`src/sv/assert_macros.svh`:
```
// Assertion macros for the date-difference RTL.
`ifndef ASSERT_MACROS_SVH
`define ASSERT_MACROS_SVH

// Clocked on clk, switched off while rst is high.
`define DBD_ASSERT(label, prop, msg) \
  label: assert property (@(posedge clk) disable iff (rst) prop) else $error(msg);

// Signal must carry no X or Z once out of reset.
`define DBD_ASSERT_KNOWN(label, sig, msg) \
  label: assert property (@(posedge clk) disable iff (rst) !$isunknown(sig)) else $error(msg);

`endif

```
`src/sv/dbd_pkg.sv`:
```
// Types, constants and month table for the date-difference block.
package dbd_pkg;

  localparam int unsigned DATE_W     = 27;
  localparam int unsigned YEAR_W     = 14;
  localparam int unsigned REST_W     = 14;
  localparam int unsigned MONTH_W    = 4;
  localparam int unsigned DAY_W      = 5;
  localparam int unsigned DN_W       = 23;
  localparam int unsigned DIFF_W     = 23;
  localparam int unsigned S_TDATA_W  = 56;
  localparam int unsigned M_TDATA_W  = 24;

  // pipeline depth of one lane, in registers
  localparam int unsigned LANE_DEPTH = 7;

  // v / 10000 as (v * RECIP_10K) >> RECIP_10K_SHIFT, low by at most one
  localparam int unsigned TEN_K           = 10000;
  localparam int unsigned RECIP_10K       = 109951162;
  localparam int unsigned RECIP_10K_SHIFT = 40;

  // x / 100 exact for x below 43690
  localparam int unsigned HUNDRED         = 100;
  localparam int unsigned RECIP_100       = 5243;
  localparam int unsigned RECIP_100_SHIFT = 19;

  localparam int unsigned DAYS_PER_YEAR = 365;
  localparam int unsigned DIFF_LIMIT    = 3660000;

  typedef struct packed {
    logic            ok;
    logic [DN_W-1:0] dn;
  } lane_out_t;

  // days in the months before the given one
  function automatic logic [8:0] days_before_month(input logic leap,
                                                  input logic [MONTH_W-1:0] month);
    logic [8:0] base;
    case (month)
      4'd1:    base = 9'd0;
      4'd2:    base = 9'd31;
      4'd3:    base = 9'd59;
      4'd4:    base = 9'd90;
      4'd5:    base = 9'd120;
      4'd6:    base = 9'd151;
      4'd7:    base = 9'd181;
      4'd8:    base = 9'd212;
      4'd9:    base = 9'd243;
      4'd10:   base = 9'd273;
      4'd11:   base = 9'd304;
      4'd12:   base = 9'd334;
      default: base = 9'd0;
    endcase
    if (leap && (month > 4'd2)) begin
      base = base + 9'd1;
    end
    return base;
  endfunction

endpackage

```
`src/sv/dbd_lane.sv`:
```
// One lane: packed YYYYMMDD date to running day number, seven register stages.
module dbd_lane (
  input  logic                          clk,
  input  logic                          en,
  input  logic [dbd_pkg::DATE_W-1:0]    date,
  output dbd_pkg::lane_out_t            result
);

  localparam int unsigned PROD_W = 2 * dbd_pkg::DATE_W;

  // stage 1: reciprocal product
  logic [dbd_pkg::DATE_W-1:0]  v1;
  logic [PROD_W-1:0]           p1;
  // stage 2: year estimate and its multiple of 10000
  logic [dbd_pkg::DATE_W-1:0]  v2;
  logic [dbd_pkg::YEAR_W-1:0]  q2;
  logic [dbd_pkg::DATE_W-1:0]  t2;
  // stage 3: corrected year and remainder MMDD
  logic [dbd_pkg::YEAR_W-1:0]  y3;
  logic [dbd_pkg::REST_W-1:0]  rest3;
  // stage 4: products by the reciprocal of 100
  logic [dbd_pkg::YEAR_W-1:0]  y4;
  logic [dbd_pkg::REST_W-1:0]  rest4;
  logic [26:0]                 mp4;
  logic [26:0]                 yp4;
  logic [26:0]                 c100p4;
  logic [26:0]                 c400p4;
  // stage 5: quotients
  logic [dbd_pkg::YEAR_W-1:0]  y5;
  logic [dbd_pkg::REST_W-1:0]  rest5;
  logic [6:0]                  m5;
  logic [7:0]                  q100_5;
  logic [7:0]                  c100_5;
  logic [5:0]                  c400_5;
  // stage 6: fields, leap rule, year days
  logic [dbd_pkg::DN_W-1:0]    y365_6;
  logic [11:0]                 leaps6;
  logic                        leap6;
  logic [dbd_pkg::MONTH_W-1:0] m6;
  logic [dbd_pkg::DAY_W-1:0]   d6;
  logic                        ok6;
  // stage 7: day number
  logic [dbd_pkg::DN_W-1:0]    dn7;
  logic                        ok7;

  logic [dbd_pkg::DATE_W-1:0]  r_full;
  logic [14:0]                 r3;
  logic                        wrap3;
  logic [6:0]                  d_calc;
  logic [6:0]                  r100;
  logic                        leap_calc;
  logic [11:0]                 leaps_calc;
  logic                        ok_calc;

  // remainder after the year estimate is below twice 10000
  always_comb begin
    r_full = v2 - t2;
    r3     = r_full[14:0];
    wrap3  = (r3 >= 15'(dbd_pkg::TEN_K));
  end

  always_comb begin
    d_calc     = 7'(rest5 - 14'(14'(m5) * 14'(dbd_pkg::HUNDRED)));
    r100       = 7'(y5 - 14'(14'(q100_5) * 14'(dbd_pkg::HUNDRED)));
    // divisible by 400 iff divisible by 100 with a quotient divisible by 4
    leap_calc  = ((y5[1:0] == 2'd0) && (r100 != 7'd0)) ||
                 ((r100 == 7'd0) && (q100_5[1:0] == 2'd0));
    leaps_calc = 12'((y5 + 14'd3) >> 2) - 12'(c100_5) + 12'(c400_5);
    ok_calc    = (m5 inside {[7'd1:7'd12]}) && (d_calc inside {[7'd1:7'd31]});
  end

  always_ff @(posedge clk) begin
    if (en) begin
      v1     <= date;
      p1     <= PROD_W'(date) * PROD_W'(dbd_pkg::RECIP_10K);

      v2     <= v1;
      q2     <= dbd_pkg::YEAR_W'(p1 >> dbd_pkg::RECIP_10K_SHIFT);
      t2     <= dbd_pkg::DATE_W'(dbd_pkg::DATE_W'(p1 >> dbd_pkg::RECIP_10K_SHIFT) *
                                 dbd_pkg::DATE_W'(dbd_pkg::TEN_K));

      y3     <= wrap3 ? q2 + 14'd1 : q2;
      rest3  <= wrap3 ? 14'(r3 - 15'(dbd_pkg::TEN_K)) : r3[13:0];

      y4     <= y3;
      rest4  <= rest3;
      mp4    <= 27'(rest3) * 27'(dbd_pkg::RECIP_100);
      yp4    <= 27'(y3) * 27'(dbd_pkg::RECIP_100);
      c100p4 <= 27'(y3 + 14'd99) * 27'(dbd_pkg::RECIP_100);
      c400p4 <= 27'((15'(y3) + 15'd399) >> 2) * 27'(dbd_pkg::RECIP_100);

      y5     <= y4;
      rest5  <= rest4;
      m5     <= 7'(mp4 >> dbd_pkg::RECIP_100_SHIFT);
      q100_5 <= 8'(yp4 >> dbd_pkg::RECIP_100_SHIFT);
      c100_5 <= 8'(c100p4 >> dbd_pkg::RECIP_100_SHIFT);
      c400_5 <= 6'(c400p4 >> dbd_pkg::RECIP_100_SHIFT);

      y365_6 <= dbd_pkg::DN_W'(dbd_pkg::DN_W'(y5) * dbd_pkg::DN_W'(dbd_pkg::DAYS_PER_YEAR));
      leaps6 <= leaps_calc;
      leap6  <= leap_calc;
      m6     <= m5[3:0];
      d6     <= d_calc[4:0];
      ok6    <= ok_calc;

      dn7    <= y365_6 + dbd_pkg::DN_W'(leaps6)
              + dbd_pkg::DN_W'(dbd_pkg::days_before_month(leap6, m6))
              + dbd_pkg::DN_W'(d6) - 23'd1;
      ok7    <= ok6;
    end
  end

  assign result = '{ok: ok7, dn: dn7};

endmodule

```
`src/sv/dbd_merge.sv`:
```
// Merge: lane difference with saturation, then a two-entry output queue.
`include "assert_macros.svh"

module dbd_merge (
  input  logic                           clk,
  input  logic                           rst,
  input  logic                           push,
  input  dbd_pkg::lane_out_t             lane_a,
  input  dbd_pkg::lane_out_t             lane_b,
  output logic                           en,
  output logic                           m_tvalid,
  input  logic                           m_tready,
  output logic [dbd_pkg::M_TDATA_W-1:0]  m_tdata,   // [22:0] day_difference
  output logic                           m_tuser    // [0] bad_date
);

  localparam logic signed [23:0] LIM24 = 24'(dbd_pkg::DIFF_LIMIT);
  localparam logic signed [dbd_pkg::DIFF_W-1:0] LIM = dbd_pkg::DIFF_W'(dbd_pkg::DIFF_LIMIT);

  logic signed [23:0]          diff;
  logic [dbd_pkg::DIFF_W-1:0]  new_diff;
  logic                        new_bad;

  logic                        out_valid;
  logic [dbd_pkg::DIFF_W-1:0]  out_diff;
  logic                        out_bad;
  logic                        spare_valid;
  logic [dbd_pkg::DIFF_W-1:0]  spare_diff;
  logic                        spare_bad;
  logic                        pop;

  always_comb begin
    diff    = $signed({1'b0, lane_b.dn}) - $signed({1'b0, lane_a.dn});
    new_bad = !(lane_a.ok && lane_b.ok);
    if (new_bad) begin
      new_diff = '0;
    end else if (diff > LIM24) begin
      new_diff = LIM;
    end else if (diff < -LIM24) begin
      new_diff = -LIM;
    end else begin
      new_diff = diff[dbd_pkg::DIFF_W-1:0];
    end
  end

  assign pop = out_valid && m_tready;
  // stall only with both entries full, so the pipeline never overruns the queue
  assign en  = !(out_valid && spare_valid);

  always_ff @(posedge clk) begin
    if (rst) begin
      out_valid   <= 1'b0;
      spare_valid <= 1'b0;
    end else if (pop || !out_valid) begin
      if (spare_valid) begin
        out_valid   <= 1'b1;
        spare_valid <= push;
      end else begin
        out_valid   <= push;
      end
    end else if (push) begin
      spare_valid <= 1'b1;
    end
  end

  always_ff @(posedge clk) begin
    if (pop || !out_valid) begin
      if (spare_valid) begin
        out_diff   <= spare_diff;
        out_bad    <= spare_bad;
        spare_diff <= new_diff;
        spare_bad  <= new_bad;
      end else begin
        out_diff   <= new_diff;
        out_bad    <= new_bad;
      end
    end else if (push) begin
      spare_diff <= new_diff;
      spare_bad  <= new_bad;
    end
  end

  assign m_tvalid = out_valid;
  assign m_tdata  = dbd_pkg::M_TDATA_W'(out_diff);
  assign m_tuser  = out_bad;

  `DBD_ASSERT(a_spare_behind_head, spare_valid |-> out_valid, "spare entry without head entry")
  `DBD_ASSERT(a_bad_gives_zero, (out_valid && out_bad) |-> (out_diff == '0), "bad date with nonzero difference")
  `DBD_ASSERT(a_diff_in_range, out_valid |-> (($signed(out_diff) <= LIM) && ($signed(out_diff) >= -LIM)), "difference beyond limit")
  `DBD_ASSERT_KNOWN(a_tvalid_known, out_valid, "m_tvalid unknown")

endmodule

```
`src/sv/days_between_dates.sv`:
```
// Top level: signed Gregorian day count between two packed decimal dates.
//
// Each input transfer carries two dates written as the decimal number YYYYMMDD.
// Two identical lanes turn the dates into running day numbers (days since year 0,
// Gregorian leap rule, year 0 a leap year) and a merge stage subtracts them: the
// result is the days from the first date to the second, negative when the second
// is earlier, saturated to +/-3660000. A month outside 1..12 or a day outside
// 1..31 in either date sets bad_date and forces the difference to 0; a day past
// the end of its month simply rolls into the next month. Rate: one transfer per
// clock in both directions while m_tready stays high. From input transfer to
// m_tvalid a result passes the seven lane stages (reciprocal divide by 10000
// with one correction step, divides by 100, leap count, day-number sum) and the
// output register. The output side is a two-entry queue, so the input keeps
// accepting while a result waits and s_tready drops only once both queue
// entries are occupied. No configuration, no state beyond the pipeline.
module days_between_dates (
  input  logic                           clk,
  input  logic                           rst,
  input  logic                           s_tvalid,
  output logic                           s_tready,
  input  logic [dbd_pkg::S_TDATA_W-1:0]  s_tdata,   // [26:0] first_date, [53:27] second_date
  output logic                           m_tvalid,
  input  logic                           m_tready,
  output logic [dbd_pkg::M_TDATA_W-1:0]  m_tdata,   // [22:0] day_difference
  output logic                           m_tuser    // [0] bad_date
);

  logic                              en;
  logic [dbd_pkg::LANE_DEPTH-1:0]    vld;
  dbd_pkg::lane_out_t                lane_a;
  dbd_pkg::lane_out_t                lane_b;
  logic                              push;

  // whole pipeline moves as one while the queue has room
  assign s_tready = en;

  // valid bits alongside the lane stages
  always_ff @(posedge clk) begin
    if (rst) begin
      vld <= '0;
    end else if (en) begin
      vld <= {vld[dbd_pkg::LANE_DEPTH-2:0], s_tvalid};
    end
  end

  assign push = en && vld[dbd_pkg::LANE_DEPTH-1];

  dbd_lane u_lane_first (
    .clk    (clk),
    .en     (en),
    .date   (s_tdata[dbd_pkg::DATE_W-1:0]),
    .result (lane_a)
  );

  dbd_lane u_lane_second (
    .clk    (clk),
    .en     (en),
    .date   (s_tdata[2*dbd_pkg::DATE_W-1:dbd_pkg::DATE_W]),
    .result (lane_b)
  );

  dbd_merge u_merge (
    .clk      (clk),
    .rst      (rst),
    .push     (push),
    .lane_a   (lane_a),
    .lane_b   (lane_b),
    .en       (en),
    .m_tvalid (m_tvalid),
    .m_tready (m_tready),
    .m_tdata  (m_tdata),
    .m_tuser  (m_tuser)
  );

endmodule
```
`config.mk`:
```
export PLATFORM = sky130hd
export DESIGN_NAME = days_between_dates
export DESIGN_NICKNAME = d
export VERILOG_FILES = /design/src/sv/dbd_pkg.sv /design/src/sv/dbd_lane.sv /design/src/sv/dbd_merge.sv /design/src/sv/days_between_dates.sv
export VERILOG_INCLUDE_DIRS = /design/src /design/src/sv
export SDC_FILE = /design/constraint.sdc
export NUM_CORES = 2
export LEC_CHECK = 0
export ABC_AREA = 1
export BUFFER_PORTS_ARGS = -buffer_cell sky130_fd_sc_hd__buf_2
export CORE_ASPECT_RATIO = 0.75
export CORE_MARGIN = 2
export CORE_UTILIZATION = 60
export CTS_CLUSTER_DIAMETER = 80
export CTS_CLUSTER_SIZE = 30
export DETAILED_ROUTE_END_ITERATION = 8
export PLACE_DENSITY = 0.79
export SLEW_MARGIN = 30
export SYNTH_ARGS = -nofsm -noshare
export SYNTH_HDL_FRONTEND = slang
export SYNTH_SLANG_ARGS = --single-unit
```
`constraint.sdc`:
```
create_clock -name clk -period 17 [get_ports clk]
set_clock_uncertainty 0.15 [all_clocks]
set_input_delay 2.55 -clock clk [delete_from_list [all_inputs] [get_ports clk]]
set_output_delay 2.55 -clock clk [all_outputs]
set_load 0.02 [all_outputs]
```
==> reports/metrics.yaml <==
clkSinkCount: 589
first_global_vias: 63250
die_w_um: 449.8
ctsResizeCount: 0
root_buffer: "clkbuf_16"
drc: 0
min_period_ns: 8.517
post-place-ws_ns: 7.940
setup_viol: 0
ys_top_cells_by_area: "fa_1 (28%), ha_1 (24%), edfxtp_1 (19%), inv_1 (11%), nand2_1 (3.8%)"
die_y_um: 338.4
holdBufCountCts: 0
fmax_ghz: 0.1174
slew_violations: 0
required_ns: 17.17
synth_compound_area_share_pct: 5.572
synthFlopType: "edfxtp_1"
worst_slew_pin_slew_ns: 1.065
critPathArrivalTime_ns: 8.68
routed_via_density: 5.296
outcome: "completed"
initial_core_util_pct: 60.53
yosys_warnings: 0
rsz0062_at_grt: "false"
post_cts_buffers: 0
ys_top_cells_by_count: "inv_1 (2,717), ha_1 (1,745), fa_1 (1,231)"
fillers: 11640
relSlewSlack_pct: 28.77
synth.distinct_cells: 57
synth_seq_cells: 589
drt-total-wl_um: 190700
antenna_found_initial: 0
grt_max_degree: 189
gp_congestion: 0.9620
ant_nets: 0
cts_buffers: 37
drv_cap: 0
vias: 60040
port_buffers: 83
n_antenna_cell: 0
clk_pin_slew_ns: 0.11
yosys.area_share.simple_pct: 7.450
syn-cell-area_mm2: 0.08944
worstSetupStartpointType: "input port"
drive_above_1_share_pct: 2.438
synth_top_cell_by_area: "fa_1"
critPathMaxFanout: 10
clock_latency_ns: 0.61
ctsHtreeMaxLevel: 2
yosys.area_share.xor_xnor_pct: 3.915
syn-num-nets: 12250
syn_avg_cell_area_um2: 9.706
finalHoldViolCount: 0
drt_iter0_markers: 3711
synth.top_cell.area_share_pct: 27.55
hold_class: "flop to flop"
hpwl_um: 166300
synthArstFlopShare_pct: 0
synth_top_family_by_area: "adder cells"
synth.most_common_cell: "inv_1"
final_nets: 12360
wl_per_cell_um: 16.82
setup.worst_path.end_class: "flop"
grt_use_total_pct: 25.82
worstSetupPathType: "input port to flop"
drt_first_pass_iters: 5
cts_buffer_depth: 3
core-area_mm2: 0.1478
row_count: 122
ios: 87
synth-seq-area-share_pct: 19.47
grt_first_pass_wirelength_um: 319000
synthMuxAreaShare_pct: 0.02238
synth_cells: 9215
cts_tree: "done"
yosys.area_share.adder_pct: 51.96
finalCritPeriodShare_pct: 50.10
syn2layout_area_growth_pct: 4.945
overflow: 0
finalWorstSetupSlack_ns: 8.483
synth_edf_count: 562
fin_tns_setup_ns: 0
die_area_mm2: 0.1522
-- placed cells by master (no fill, tap or decap), types with 8 or more instances in the layout --
cell / instances
a211oi_1: 18
a21o_1: 21
a21oi_1: 460
a31oi_1: 28
buf_2: 83
buf_4: 11
clkbuf_16: 38
clkinv_16: 8
dfxtp_1: 27
edfxtp_1: 562
fa_1: 1231
ha_1: 1745
inv_1: 2717
inv_2: 10
nand2_1: 913
nand2_2: 16
nand3_1: 164
nand4_1: 57
nor2_1: 309
nor2_2: 13
nor3_1: 55
nor4_1: 32
o211ai_1: 18
o21a_1: 16
o21ai_0: 234
o21ai_1: 30
o21bai_1: 24
o221ai_1: 8
o31ai_1: 14
xnor2_1: 130
xor2_1: 260
xor2_2: 9
-- worst max-delay path, cell delays in order --
cell	delay, ns
buf_2	0.30
ha_1	0.38
xor2_1	0.43
ha_1	0.23
a21oi_1	0.07
fa_1	0.53
inv_1	0.06
fa_1	0.50
fa_1	0.52
fa_1	0.54
inv_1	0.05
fa_1	0.53
inv_1	0.04
ha_1	0.31
nand2_1	0.08
nor2_1	0.18
inv_1	0.12
nor4_1	0.40
nand3_1	0.13
nand3_1	0.19
nand2_1	0.07
o211ai_1	0.16
a21oi_1	0.14
xnor2_1	0.17
-- per-layer routing --
| layer | wire, um | GRT usage, % | up-vias |
|---|---|---|---|
| met4 | 2886 | 4.027 | 0 |
| met2 | 85470 | 41.04 | 1547 |
| met3 | 13390 | 4.502 | 219 |
| met1 | 88960 | 37.82 | 29270 |
| met5 | 0 | 0 | - |
| li1 | - | - | 29000 |
-- per-stage QoR --
| step | hold WS [ns] | util [%] | instances | area [um2] |
|---|---|---|---|---|
| final | 0.2472 | 63.53 | 11340 | 93870 |
| after global routing | 0.2448 | 63.53 | 11340 | 93870 |
| after detailed placement | 0.2545 | 62.50 | 11270 | 92340 |
| after CTS | 0.2411 | 63.47 | 11340 | 93790 |
| after global placement | 0.2509 | 62.49 | 11270 | 92330 |
| after floorplan | 0.2503 | - | 9215 | 89450 |
-- sequential cells by signal (all words and copies together), names as in the netlist, 15 cells and up, named ones only --
name	cells
u_lane_first.dn7	23
u_lane_first.y365_6	23
u_lane_second.dn7	23
u_lane_second.y365_6	23
u_merge.out_diff	23
u_merge.spare_diff	23
u_lane_first.v1	15
u_lane_first.v2	15
u_lane_second.v1	15
u_lane_second.v2	15
-- kinds of logic (layout without fill, tap and decap cells) --
kind of cell,count (synthesis),in the layout
flip-flops,589,589
AO/OA/AOI/OAI,904,904
buffers and inverters,2752,2890
XOR/XNOR,399,399
adder cells (fa/ha/maj),2976,2976
AND/OR/NAND/NOR,1592,1592
multiplexers,2,2
other,1,1
-- worst paths after layout --
path	start	endpoint	slack (ns)	depth (start not counted)
worst max-delay path	s_tdata[29]	u_lane_second.p1[48]$_DFFE_PN_	8.48	24
worst min-delay path	u_lane_first.v1[14]$_DFFE_PN_	u_lane_first.v2[14]$_DFFE_PN_	0.25	0
worst max register to register	u_lane_second.y3[2]$_DFFE_PN_	u_lane_second.c400p4[23]$_DFFE_PN_	9.06	31
worst min register to register	u_lane_first.v1[14]$_DFFE_PN_	u_lane_first.v2[14]$_DFFE_PN_	0.25	0
-- cell type report --
type | instances | area [um2] | share of cell area, %
Timing Repair Buffer | 97 | 556.8 | 0.5932
Inverter | 2729 | 10240 | 10.91
Clock buffer | 38 | 950.9 | 1.013
Sequential cell | 589 | 17420 | 18.55
Clock inverter | 26 | 495.5 | 0.5278
Multi-Input combinational cell | 5874 | 61720 | 65.75
Tap cell | 1984 | 2482 | 2.645
Power is left out: the tool's default activity adds up to more than one toggle a clock period on the data nets, which glitch-free logic cannot reach.
